[src/hdl/session_timer_with_auto_pause_core_assert.svh]
// Assertion macros for the session timer core.
`ifndef SESSION_TIMER_WITH_AUTO_PAUSE_CORE_ASSERT_SVH
`define SESSION_TIMER_WITH_AUTO_PAUSE_CORE_ASSERT_SVH
`ifndef SYNTHESIS
`define STMR_ASSERT_IMP(lbl, clk, rst_n, ante, cons) \
  lbl: assert property (@(posedge clk) disable iff (!rst_n) (ante) |-> (cons)) \
    else $error("session timer check failed");
`define STMR_ASSERT_NEVER(lbl, clk, rst_n, bad) \
  lbl: assert property (@(posedge clk) disable iff (!rst_n) !(bad)) \
    else $error("session timer check failed");
`else
`define STMR_ASSERT_IMP(lbl, clk, rst_n, ante, cons)
`define STMR_ASSERT_NEVER(lbl, clk, rst_n, bad)
`endif
`endif

[src/hdl/stmr_pkg.sv]
`timescale 1ns / 1ps
package stmr_pkg;

  localparam int TIME_BITS = 40;
  localparam int CFG_W = 32;
  localparam int CFG_IDX_W = 1;
  localparam int MODE_W = 2;
  localparam int EV_W = 3;
  localparam int SEC_W = 31;
  localparam int MS_PER_SEC = 1000;

  localparam logic [CFG_IDX_W-1:0] CFG_PAUSE_IDX = 1'd0;
  localparam logic [CFG_IDX_W-1:0] CFG_STOP_IDX = 1'd1;
  localparam logic [CFG_W-1:0] PAUSE_TIMEOUT_RST = 32'd10000;
  localparam logic [CFG_W-1:0] STOP_TIMEOUT_RST = 32'd300000;

  localparam logic [MODE_W-1:0] MODE_START = 2'd0;
  localparam logic [MODE_W-1:0] MODE_STOP = 2'd1;
  localparam logic [MODE_W-1:0] MODE_STROKE = 2'd2;
  localparam logic [MODE_W-1:0] MODE_TICK = 2'd3;

  localparam logic [EV_W-1:0] EV_NONE = 3'd0;
  localparam logic [EV_W-1:0] EV_STARTED = 3'd1;
  localparam logic [EV_W-1:0] EV_STOPPED = 3'd2;
  localparam logic [EV_W-1:0] EV_RESUMED = 3'd3;
  localparam logic [EV_W-1:0] EV_PAUSED = 3'd4;

  typedef struct packed {
    logic [MODE_W-1:0]    mode;
    logic [TIME_BITS-1:0] time_ms;
  } req_t;

  typedef struct packed {
    logic [EV_W-1:0]      event_res;
    logic                 is_active;
    logic                 is_running;
    logic                 is_paused;
    logic [TIME_BITS-1:0] elapsed_ms;
    logic [SEC_W-1:0]     elapsed_seconds;
  } res_t;

  typedef struct packed {
    logic [EV_W-1:0] ev;
    logic            active;
    logic            running;
    logic            paused;
  } tag_t;

  typedef struct packed {
    tag_t                 tag;
    logic                 cnt;
    logic [TIME_BITS-1:0] base;
    logic [TIME_BITS-1:0] ts;
    logic [TIME_BITS-1:0] pt;
  } snap_t;

  typedef struct packed {
    tag_t                 tag;
    logic [TIME_BITS-1:0] el;
  } meas_t;

endpackage

[src/hdl/stmr_ctrl.sv]
`timescale 1ns / 1ps
module stmr_ctrl import stmr_pkg::*; (
  input  logic                 clk_i,
  input  logic                 rst_ni,
  input  logic                 in_valid_i,
  output logic                 in_ready_o,
  input  req_t                 req_i,
  input  logic                 cfg_we_i,
  input  logic [CFG_IDX_W-1:0] cfg_idx_i,
  input  logic [CFG_W-1:0]     cfg_data_i,
  output logic                 snap_valid_o,
  input  logic                 snap_ready_i,
  output snap_t                snap_o
);

  typedef struct packed {
    logic                 active;
    logic                 running;
    logic                 paused;
    logic [TIME_BITS-1:0] now;
    logic [TIME_BITS-1:0] ts;
    logic [TIME_BITS-1:0] last;
    logic [TIME_BITS-1:0] pb;
    logic [TIME_BITS-1:0] pt;
  } st_t;

  logic                 req_valid_q;
  req_t                 req_q;
  logic                 snap_valid_q;
  snap_t                snap_q;
  snap_t                snap_d;
  st_t                  st_q;
  st_t                  st_d;
  logic [CFG_W-1:0]     pto_q;
  logic [CFG_W-1:0]     sto_q;
  logic [EV_W-1:0]      ev_d;
  logic                 rdy_req;
  logic                 rdy_snap;
  logic                 fire;
  logic [TIME_BITS-1:0] t;
  logic [TIME_BITS-1:0] last_gap;
  logic [TIME_BITS-1:0] pause_gap;
  logic [TIME_BITS:0]   pt_sum;
  logic [TIME_BITS-1:0] pt_sat;
  logic                 pause_hit;
  logic                 stop_hit;

  assign rdy_snap = !snap_valid_q || snap_ready_i;
  assign rdy_req = !req_valid_q || rdy_snap;
  assign fire = req_valid_q && rdy_snap;
  assign in_ready_o = rdy_req;
  assign snap_valid_o = snap_valid_q;
  assign snap_o = snap_q;

  assign t = req_q.time_ms;
  assign last_gap = (t > st_q.last) ? t - st_q.last : '0;
  assign pause_gap = (t > st_q.pb) ? t - st_q.pb : '0;
  assign pause_hit = (st_q.last != '0) && (last_gap > TIME_BITS'(pto_q));
  assign stop_hit = pause_gap > TIME_BITS'(sto_q);
  assign pt_sum = {1'b0, st_q.pt} + {1'b0, pause_gap};
  assign pt_sat = pt_sum[TIME_BITS] ? '1 : pt_sum[TIME_BITS-1:0];

  always_comb begin
    st_d = st_q;
    ev_d = EV_NONE;
    unique case (req_q.mode)
      MODE_START: begin
        if (!st_q.active) begin
          st_d = '0;
          st_d.active = 1'b1;
          ev_d = EV_STARTED;
        end
      end
      MODE_STOP: begin
        if (st_q.active) begin
          st_d.active = 1'b0;
          st_d.running = 1'b0;
          st_d.paused = 1'b0;
          ev_d = EV_STOPPED;
        end
      end
      MODE_STROKE: begin
        if (st_q.active) begin
          st_d.now = t;
          st_d.last = t;
          if (!st_q.running) begin
            st_d.running = 1'b1;
            st_d.ts = t;
            st_d.paused = 1'b0;
            st_d.pb = '0;
            st_d.pt = '0;
            ev_d = EV_RESUMED;
          end else if (st_q.paused) begin
            st_d.paused = 1'b0;
            if (st_q.pb != '0) begin
              st_d.pt = pt_sat;
              st_d.pb = '0;
              ev_d = EV_RESUMED;
            end
          end
        end
      end
      MODE_TICK: begin
        st_d.now = t;
        if (st_q.active && st_q.running) begin
          if (!st_q.paused && pause_hit) begin
            st_d.paused = 1'b1;
            st_d.pb = t;
            ev_d = EV_PAUSED;
          end else if (st_q.paused && stop_hit) begin
            st_d.active = 1'b0;
            st_d.running = 1'b0;
            st_d.paused = 1'b0;
            ev_d = EV_STOPPED;
          end
        end
      end
    endcase
  end

  always_comb begin
    snap_d.tag.ev = ev_d;
    snap_d.tag.active = st_d.active;
    snap_d.tag.running = st_d.running;
    snap_d.tag.paused = st_d.paused;
    snap_d.cnt = st_d.active && st_d.running;
    snap_d.base = (st_d.paused && (st_d.pb != '0)) ? st_d.pb : st_d.now;
    snap_d.ts = st_d.ts;
    snap_d.pt = st_d.pt;
  end

  always_ff @(posedge clk_i or negedge rst_ni) begin
    if (!rst_ni) begin
      req_valid_q <= 1'b0;
      snap_valid_q <= 1'b0;
      st_q <= '0;
      pto_q <= PAUSE_TIMEOUT_RST;
      sto_q <= STOP_TIMEOUT_RST;
    end else begin
      if (rdy_req) begin
        req_valid_q <= in_valid_i;
      end
      if (rdy_snap) begin
        snap_valid_q <= req_valid_q;
      end
      if (fire) begin
        st_q <= st_d;
      end
      if (cfg_we_i) begin
        if (cfg_idx_i == CFG_PAUSE_IDX) begin
          pto_q <= cfg_data_i;
        end else if (cfg_idx_i == CFG_STOP_IDX) begin
          sto_q <= cfg_data_i;
        end
      end
    end
  end

  always_ff @(posedge clk_i) begin
    if (in_valid_i && rdy_req) begin
      req_q <= req_i;
    end
    if (fire) begin
      snap_q <= snap_d;
    end
  end

endmodule

[src/hdl/stmr_elap.sv]
`timescale 1ns / 1ps
module stmr_elap import stmr_pkg::*; (
  input  logic  clk_i,
  input  logic  rst_ni,
  input  logic  snap_valid_i,
  output logic  snap_ready_o,
  input  snap_t snap_i,
  output logic  meas_valid_o,
  input  logic  meas_ready_i,
  output meas_t meas_o
);

  typedef struct packed {
    tag_t                 tag;
    logic [TIME_BITS-1:0] d;
    logic [TIME_BITS-1:0] pt;
  } diff_t;

  logic  diff_valid_q;
  diff_t diff_q;
  diff_t diff_d;
  logic  meas_valid_q;
  meas_t meas_q;
  meas_t meas_d;
  logic  rdy_diff;
  logic  rdy_meas;

  assign rdy_meas = !meas_valid_q || meas_ready_i;
  assign rdy_diff = !diff_valid_q || rdy_meas;
  assign snap_ready_o = rdy_diff;
  assign meas_valid_o = meas_valid_q;
  assign meas_o = meas_q;

  always_comb begin
    diff_d.tag = snap_i.tag;
    diff_d.pt = snap_i.pt;
    diff_d.d = (snap_i.cnt && (snap_i.base >= snap_i.ts)) ? snap_i.base - snap_i.ts : '0;
    meas_d.tag = diff_q.tag;
    meas_d.el = (diff_q.d >= diff_q.pt) ? diff_q.d - diff_q.pt : '0;
  end

  always_ff @(posedge clk_i or negedge rst_ni) begin
    if (!rst_ni) begin
      diff_valid_q <= 1'b0;
      meas_valid_q <= 1'b0;
    end else begin
      if (rdy_diff) begin
        diff_valid_q <= snap_valid_i;
      end
      if (rdy_meas) begin
        meas_valid_q <= diff_valid_q;
      end
    end
  end

  always_ff @(posedge clk_i) begin
    if (snap_valid_i && rdy_diff) begin
      diff_q <= diff_d;
    end
    if (diff_valid_q && rdy_meas) begin
      meas_q <= meas_d;
    end
  end

endmodule

[src/hdl/stmr_div.sv]
`timescale 1ns / 1ps
module stmr_div import stmr_pkg::*; (
  input  logic  clk_i,
  input  logic  rst_ni,
  input  logic  meas_valid_i,
  output logic  meas_ready_o,
  input  meas_t meas_i,
  output logic  res_valid_o,
  input  logic  res_ready_i,
  output res_t  res_o
);

  localparam int LO_W = TIME_BITS / 2;
  localparam int HI_W = TIME_BITS - LO_W;
  localparam int QH_W = LO_W - 9;
  localparam int R_W = 10;
  localparam int Y_W = LO_W + R_W;
  localparam int SH = Y_W + R_W;
  localparam int M_W = SH - 9;
  localparam int P_W = Y_W + M_W;
  localparam logic [63:0] LO_SPAN = 64'd1 << LO_W;
  localparam logic [63:0] DIVISOR = 64'(MS_PER_SEC);
  localparam logic [QH_W-1:0] LO_QUOT = QH_W'(LO_SPAN / DIVISOR);
  localparam logic [R_W-1:0] LO_REM = R_W'(LO_SPAN % DIVISOR);
  localparam logic [M_W-1:0] RECIP = M_W'(((64'd1 << SH) + DIVISOR - 64'd1) / DIVISOR);

  typedef struct packed {
    tag_t                 tag;
    logic [TIME_BITS-1:0] el;
    logic [SEC_W-1:0]     qh;
    logic [Y_W-1:0]       y;
  } split_t;

  typedef struct packed {
    tag_t                 tag;
    logic [TIME_BITS-1:0] el;
    logic [SEC_W-1:0]     q;
  } quot_t;

  logic            split_valid_q;
  split_t          split_q;
  split_t          split_d;
  logic            quot_valid_q;
  quot_t           quot_q;
  quot_t           quot_d;
  logic            rdy_split;
  logic            rdy_quot;
  logic [HI_W-1:0] xh;
  logic [LO_W-1:0] xl;
  logic [P_W-1:0]  prod;

  assign rdy_quot = !quot_valid_q || res_ready_i;
  assign rdy_split = !split_valid_q || rdy_quot;
  assign meas_ready_o = rdy_split;
  assign res_valid_o = quot_valid_q;

  // The upper half of the value holds whole thousands plus a remainder that is
  // folded into y. The rounded-up reciprocal divides y exactly over its range.
  assign xh = meas_i.el[TIME_BITS-1:LO_W];
  assign xl = meas_i.el[LO_W-1:0];
  assign prod = P_W'(split_q.y) * P_W'(RECIP);

  always_comb begin
    split_d.tag = meas_i.tag;
    split_d.el = meas_i.el;
    split_d.qh = SEC_W'(xh) * SEC_W'(LO_QUOT);
    split_d.y = Y_W'(xh) * Y_W'(LO_REM) + Y_W'(xl);
    quot_d.tag = split_q.tag;
    quot_d.el = split_q.el;
    quot_d.q = split_q.qh + SEC_W'(prod[P_W-1:SH]);
  end

  always_ff @(posedge clk_i or negedge rst_ni) begin
    if (!rst_ni) begin
      split_valid_q <= 1'b0;
      quot_valid_q <= 1'b0;
    end else begin
      if (rdy_split) begin
        split_valid_q <= meas_valid_i;
      end
      if (rdy_quot) begin
        quot_valid_q <= split_valid_q;
      end
    end
  end

  always_ff @(posedge clk_i) begin
    if (meas_valid_i && rdy_split) begin
      split_q <= split_d;
    end
    if (split_valid_q && rdy_quot) begin
      quot_q <= quot_d;
    end
  end

  always_comb begin
    res_o.event_res = quot_q.tag.ev;
    res_o.is_active = quot_q.tag.active;
    res_o.is_running = quot_q.tag.running;
    res_o.is_paused = quot_q.tag.paused;
    res_o.elapsed_ms = quot_q.el;
    res_o.elapsed_seconds = quot_q.q;
  end

endmodule

[src/hdl/session_timer_with_auto_pause_core.sv]
`timescale 1ns / 1ps
// Channel   Direction  Handshake                  Payload
// in        input      in_valid_i / in_ready_o    in_req_i (req_t)
// out       output     out_valid_o / out_ready_i  out_res_o (res_t)
// cfg       input      cfg_we_i                   cfg_idx_i, cfg_data_i
//
// One request per cycle is accepted while the output is not stalled.
// The six register stages are the input register, the state update, two clamp
// stages and two stages of the divide-by-1000 unit, which uses a reciprocal multiply.
// Reset clears the session state and loads the default timeouts.
// A stalled output fills the empty stages before in_ready_o drops.
`include "session_timer_with_auto_pause_core_assert.svh"
module session_timer_with_auto_pause_core import stmr_pkg::*; (
  input  logic                 clk_i,
  input  logic                 rst_ni,
  input  logic                 in_valid_i,
  output logic                 in_ready_o,
  input  req_t                 in_req_i,
  output logic                 out_valid_o,
  input  logic                 out_ready_i,
  output res_t                 out_res_o,
  input  logic                 cfg_we_i,
  input  logic [CFG_IDX_W-1:0] cfg_idx_i,
  input  logic [CFG_W-1:0]     cfg_data_i
);

  logic  snap_valid;
  logic  snap_ready;
  snap_t snap;
  logic  meas_valid;
  logic  meas_ready;
  meas_t meas;

  stmr_ctrl u_ctrl (
    .clk_i       (clk_i),
    .rst_ni      (rst_ni),
    .in_valid_i  (in_valid_i),
    .in_ready_o  (in_ready_o),
    .req_i       (in_req_i),
    .cfg_we_i    (cfg_we_i),
    .cfg_idx_i   (cfg_idx_i),
    .cfg_data_i  (cfg_data_i),
    .snap_valid_o(snap_valid),
    .snap_ready_i(snap_ready),
    .snap_o      (snap)
  );

  stmr_elap u_elap (
    .clk_i       (clk_i),
    .rst_ni      (rst_ni),
    .snap_valid_i(snap_valid),
    .snap_ready_o(snap_ready),
    .snap_i      (snap),
    .meas_valid_o(meas_valid),
    .meas_ready_i(meas_ready),
    .meas_o      (meas)
  );

  stmr_div u_div (
    .clk_i       (clk_i),
    .rst_ni      (rst_ni),
    .meas_valid_i(meas_valid),
    .meas_ready_o(meas_ready),
    .meas_i      (meas),
    .res_valid_o (out_valid_o),
    .res_ready_i (out_ready_i),
    .res_o       (out_res_o)
  );

  `STMR_ASSERT_IMP(a_paused_implies_running, clk_i, rst_ni, out_valid_o && out_res_o.is_paused, out_res_o.is_running && out_res_o.is_active)
  `STMR_ASSERT_IMP(a_idle_elapsed_zero, clk_i, rst_ni, out_valid_o && !(out_res_o.is_active && out_res_o.is_running), out_res_o.elapsed_ms == '0)
  `STMR_ASSERT_IMP(a_started_not_running, clk_i, rst_ni, out_valid_o && (out_res_o.event_res == EV_STARTED), out_res_o.is_active && !out_res_o.is_running)
  `STMR_ASSERT_NEVER(a_seconds_match, clk_i, rst_ni, out_valid_o && (((TIME_BITS + 1)'(out_res_o.elapsed_seconds) * (TIME_BITS + 1)'(MS_PER_SEC) > (TIME_BITS + 1)'(out_res_o.elapsed_ms)) || ((TIME_BITS + 1)'(out_res_o.elapsed_seconds) * (TIME_BITS + 1)'(MS_PER_SEC) + (TIME_BITS + 1)'(MS_PER_SEC) <= (TIME_BITS + 1)'(out_res_o.elapsed_ms))))

endmodule
[config.mk]
export PLATFORM = sky130hd
export DESIGN_NAME = session_timer_with_auto_pause_core
export DESIGN_NICKNAME = d
export VERILOG_FILES = /design/src/hdl/stmr_pkg.sv /design/src/hdl/stmr_ctrl.sv /design/src/hdl/stmr_elap.sv /design/src/hdl/stmr_div.sv /design/src/hdl/session_timer_with_auto_pause_core.sv
export VERILOG_INCLUDE_DIRS = /design/src /design/src/hdl
export SDC_FILE = /design/constraint.sdc
export NUM_CORES = 2
export LEC_CHECK = 0
export BUFFER_PORTS_ARGS = -buffer_cell sky130_fd_sc_hd__buf_2
export CORE_ASPECT_RATIO = 0.5
export CORE_MARGIN = 4
export CORE_UTILIZATION = 30
export CTS_CLUSTER_SIZE = 8
export DETAILED_ROUTE_END_ITERATION = 10
export GPL_TIMING_DRIVEN = 0
export PLACE_DENSITY = 0.54
export SLEW_MARGIN = 20
export SYNTH_ARGS = -nofsm -noshare
export SYNTH_HDL_FRONTEND = slang
export SYNTH_SLANG_ARGS = --single-unit
[constraint.sdc]
create_clock -name clk_i -period 25.2 [get_ports clk_i]
set_input_delay 1.26 -clock clk_i [delete_from_list [all_inputs] [get_ports clk_i]]
set_output_delay 1.26 -clock clk_i [all_outputs]
set_load 0.005 [all_outputs]
Word level (Yosys, flattened, before mapping)
Cells that the tools add are included.
{ "classes": {"add_sub_neg": 7, "n_mul": 3, "magnitude_cmp": 6, "eq_ne": 5, "muxes": 33, "bitwise": 1, "reduce_logical": 34} }
{ "op_table": {"columns": ["op", "n"], "rows": [
  ["202-bit two-way mux", 2],
  ["40-bit two-way mux", 7],
  ["80-bit two-way mux", 3],
  ["40-bit one-hot mux with 3 select lines", 2],
  ["80-bit one-hot mux with 2 select lines", 1],
  ["40-bit subtractor", 4],
  ["40-bit nonzero test", 3],
  ["40-bit >= comparator", 2],
  ["40-bit by 32-bit greater-than comparator with 1-bit output", 2],
  ["40-bit greater-than comparator", 2],
  ["40-bit one-hot mux with 2 select lines", 1],
  ["30-bit by 29-bit multiplier with 59-bit output (second input constant)", 1],
  ["40-bit by 40-bit adder with 41-bit output", 1],
  ["31-bit by 21-bit adder with 31-bit output", 1],
  ["30-bit by 20-bit adder with 30-bit output", 1],
  ["20-bit by 8-bit multiplier with 28-bit output (second input constant)", 1],
  ["20-bit by 4-bit multiplier with 24-bit output (second input constant)", 1],
  ["3-bit two-way mux", 6],
  ["1-bit logical AND", 13],
  ["2-bit two-way mux", 6],
  ["3-bit one-hot mux with 4 select lines", 1],
  ["2-bit one-hot mux with 4 select lines", 1],
  ["1-bit logical NOT", 7],
  ["1-bit logical OR", 6],
  ["other kinds (11)", 14]
]} }
{ "totals": {"regBits": 755, "in_bits": 80, "out_inout_bits": 79, "wordCells": 139} }

Longest topological paths before layout
{ "logic_depth": {"depth_word": 12, "depth_mapped": 45, "ltp_nobuf": 45} }

By module
Synthesis repeated with hierarchy kept, for this count alone.
{ "unflattened": {"hier_cells": 5903, "hier_area_um2": 59188.0} }
{ "modules_own_cells": {"columns": ["mod", "instances", "cells_each", "area_per_inst_um2", "seq_area_each_um2"], "rows": [
  ["stmr_ctrl", 1, 2814, 26675.6, 11822.6],
  ["stmr_div", 1, 2186, 23606.4, 5275.1],
  ["stmr_elap", 1, 903, 8906.0, 4013.8]
]} }

Worst setup path after synthesis
No wires, ideal clock.
{ "synth_path": {"kind": "reg2reg", "from": "register u_div.split_q[9] (netlist name)", "to": "register u_div.quot_q (netlist bit u_div.res_o[29]), data pin", "setup_ps": 273, "arrival_time_ps": 9381, "t_required_ps": 24927, "slack_ps": 15546, "path_stages_with_launch": 42, "n_path_buf": 0, "synth_period_minus_slack_ps": 9654, "cell_sequence": "edfxtp_1 -> ha_1 -> fa_1 -> fa_1 -> inv_1 -> fa_1 -> inv_1 -> fa_1 -> fa_1 -> fa_1 -> inv_1 -> fa_1 -> inv_1 -> ha_1 -> a2111oi_0 -> o41ai_1 -> nor4_1 -> o21ai_0 -> (+6 left out) -> inv_1 -> fa_1 -> nor2b_1 -> o21ai_0 -> a21boi_0 -> o21ai_0 -> a21boi_0 -> o21ai_0 -> a21boi_0 -> o21ai_0 -> a21boi_0 -> o21ai_0 -> a21oi_1 -> a211o_1 -> a21o_1 -> a21oi_1 -> nor4b_1 -> xor2_1"} }
{ "synth_lines": {"columns": ["item", "line_no", "source"], "rows": [
  ["from (decl)", "stmr_div.sv:41", "split_t split_q;"],
  ["from (signal assigned)", "stmr_div.sv:89", "split_q <= split_d;"],
  ["to (signal assigned)", "stmr_div.sv:92", "quot_q <= quot_d;"],
  ["to (decl)", "stmr_div.sv:44", "quot_t quot_q;"]
]} }

==> impl_metrics.ini <==
[final_layout]
drive_above_1_share = 0.06667
area_growth_pct = 13.15
layout.nets = 7401

[clock_network]
cts_made_buffers = 105
h-tree-depth = 3
clk_pin_slew_ns = 0.05
clk_path_buf_depth = 3
cts_hold_buffers = 0
cts_tree = done
cts-resized-gates = 0
insertion_delay_ns = 0.74
clock-root-buffer = clkbuf_16
postCtsSetupBuffers = 0
clock-sinks = 748

[sta]
worst_pin_slew_ns = 1.063
max-slew-margin-rel = 0.2839
max_freq_mhz = 83.26
skew_ns = 0.04808
setup_viol = 0
rsz0062_at_grt = false
finalCritPeriodShare = 0.4766
fin_tns_setup_ns = 0
final.min_clock_period_ns = 12.01
hold_violations = 0
hold_slack_ns = 0.3958
slew_violations = 0

[floorplan]
coreArea_um2 = 193700
start_util = 0.3025
die_w_um = 633.0
io_pins = 159
fp.dieH_um = 320.5
die-area_um2 = 202900
num_rows = 114

[detailed_routing]
wire_per_inst_um = 19.42
drt_iter0_drc = 3266
dr.pass1.iters = 6
via_per_inst = 4.884
ant_nets = 0
wirelength_mm = 173.8
via_count = 43700
drc = 0

[yosys]
synth_area_um2 = 58590
synth_area_leader_cell = edfxtp_1
ys_top_cells_by_count = 895 x inv_1, 763 x ha_1, 629 x nand2_1, 475 x edfxtp_1, 365 x nor2_1
ys_async_sr_fraction = 0.3650
yosysTopAreaCellShare = 0.2435
synth_ff_type = edfxtp_1
synth_seq_area_share = 0.3603
ys_top_cells_by_area = edfxtp_1 24%, ha_1 16%, dfrtp_1 11%
syn_inst = 5974
ys_warn_count = 0
synth_edf_count = 475
yosysUniqueCellTypes = 90
synthMostInstantiatedCell = inv_1
synth_seq_cells = 748
syn_area_per_cell_um2 = 9.807
synth_fp_nets = 7115

[setup_path]
worst-path-stages = 41
cp_slowest_stage_delay_ns = 0.84
critPathBufInv = 6
arrival_ns = 12.46
critPathTopFamily = compound AO/OA/AOI/OAI gates
critPathKind = reg -> reg
path_max_fanout = 10
cp.required_ns = 25.65
critPathLaunchType = flip-flop
critPathSlowestCell = edfxtp_1
rr_worst_depth = 41
end_kind = flip-flop

[placed_design]
io_buffers = 158
dp_hpwl_mm = 138.2
gp_congestion = 0.9375

[global_routing]
grt_usage = 0.1700
grt_start_max_net_pins = 77
antenna_found_initial = 10
grt.overflow.total = 0
grt_pass1_wl_mm = 265.3
grt_pass1_vias = 42990

[worst_hold_path]
holdPathStages = 0
hold_path.class = reg -> reg

[run_status]
status = finished clean

[job]
maxCapViolations = 0
[layout by cell type (no fill, tap or decap), types with 55 or more instances in the layout]
master       n
a21o_1     143
a21oi_1    345
a22o_1      95
a31oi_1     72
buf_2      177
clkbuf_1   192
clkbuf_16  105
dfrtp_1    260
edfxtp_1   475
fa_1       298
ha_1       763
inv_1      895
nand2_1    629
nand3_1     96
nand4_1     55
nor2_1     364
nor2b_1     61
nor3_1      67
o21ai_0    343
xnor2_1    150
xor2_1     101
[worst paths after layout]
| kind | start | end | slack, ns |
|---|---|---|---|
| max | u_div.split_q[22] | u_div.res_o[29] | 13.19 |
| min | u_div.quot_d[72] | u_div.res_o[72] | 0.40 |
| max reg2reg | u_div.split_q[22] | u_div.res_o[29] | 13.19 |
| min reg2reg | u_div.quot_d[72] | u_div.res_o[72] | 0.40 |
| max in group asynchronous | rst_ni | u_ctrl.sto_q[5] | 23.43 |
| min in group asynchronous | rst_ni | u_ctrl.st_q[154] | 0.49 |
[area by class of cell]
cell class,count,area (um^2)
Clock buffer,166,2877
Antenna cell,7,17.52
Tap cell,2610,3266
Timing Repair Buffer,179,1305
Buffer,176,716.9
Multi-Input combinational cell,4153,33450
Clock inverter,11,186.4
Fill cell,19840,127400
Inverter,897,3367
Sequential cell,748,21110
[routing by layer]
metal	GRT usage	routed length (um)
met1	0.2325	79200
met5	0	41
met4	0.05884	6363
met3	0.02423	8961
met2	0.2752	79230
[kinds of logic after synthesis]
| logic type | share of synthesized area |
|---|---|
| XOR/XNOR | 0.03752 |
| adder cells (fa/ha/maj) | 0.2648 |
| buffers and inverters | 0.06968 |
| AO/OA/AOI/OAI | 0.1405 |
| multiplexers | 0.01521 |
| AND/OR/NAND/NOR | 0.1120 |
| flip-flops | 0.3603 |
[worst reg2reg max path: cells and delay by family, from the launching register on]
family	cells	cell delay [ns]
AND/OR/NAND/NOR	5	1.02
flip-flops	1	0.84
XOR/XNOR	2	0.32
adder cells (fa/ha/maj)	10	4.47
buffers and inverters	6	0.30
AO/OA/AOI/OAI	18	4.80
[registers in the layout, indices dropped and copies added, names as in the netlist]
name                 count
u_ctrl.st_q            203
u_ctrl.snap_o          127
u_elap.diff_q           86
u_div.res_o             77
u_div.split_q           57
u_elap.meas_o           46
u_ctrl.t                40
u_div.quot_d            40
u_ctrl.pto_q            32
u_ctrl.sto_q            32
u_ctrl.req_q             2
u_ctrl.req_valid_q       1
u_ctrl.snap_valid_o      1
u_div.res_valid_o        1
u_div.split_valid_q      1
u_elap.diff_valid_q      1
u_elap.meas_valid_o      1
[metrics by stage]
stage / utilization / setup slack (ns) / instance area, um^2 / cells
finish: 0.3422 / 13.19 / 66290 / 8947
global placement: 0.3234 / 12.13 / 62650 / 8742
global route: 0.3422 / 12.15 / 66280 / 8940
CTS: 0.3422 / 13.13 / 66280 / 8940
detailed placement: 0.3263 / 13.19 / 63210 / 8763
floorplan: - / 15.55 / 58590 / 5974
Power is left out: the tool's default activity adds up to more than one toggle a clock period on the data nets, which glitch-free logic cannot reach.
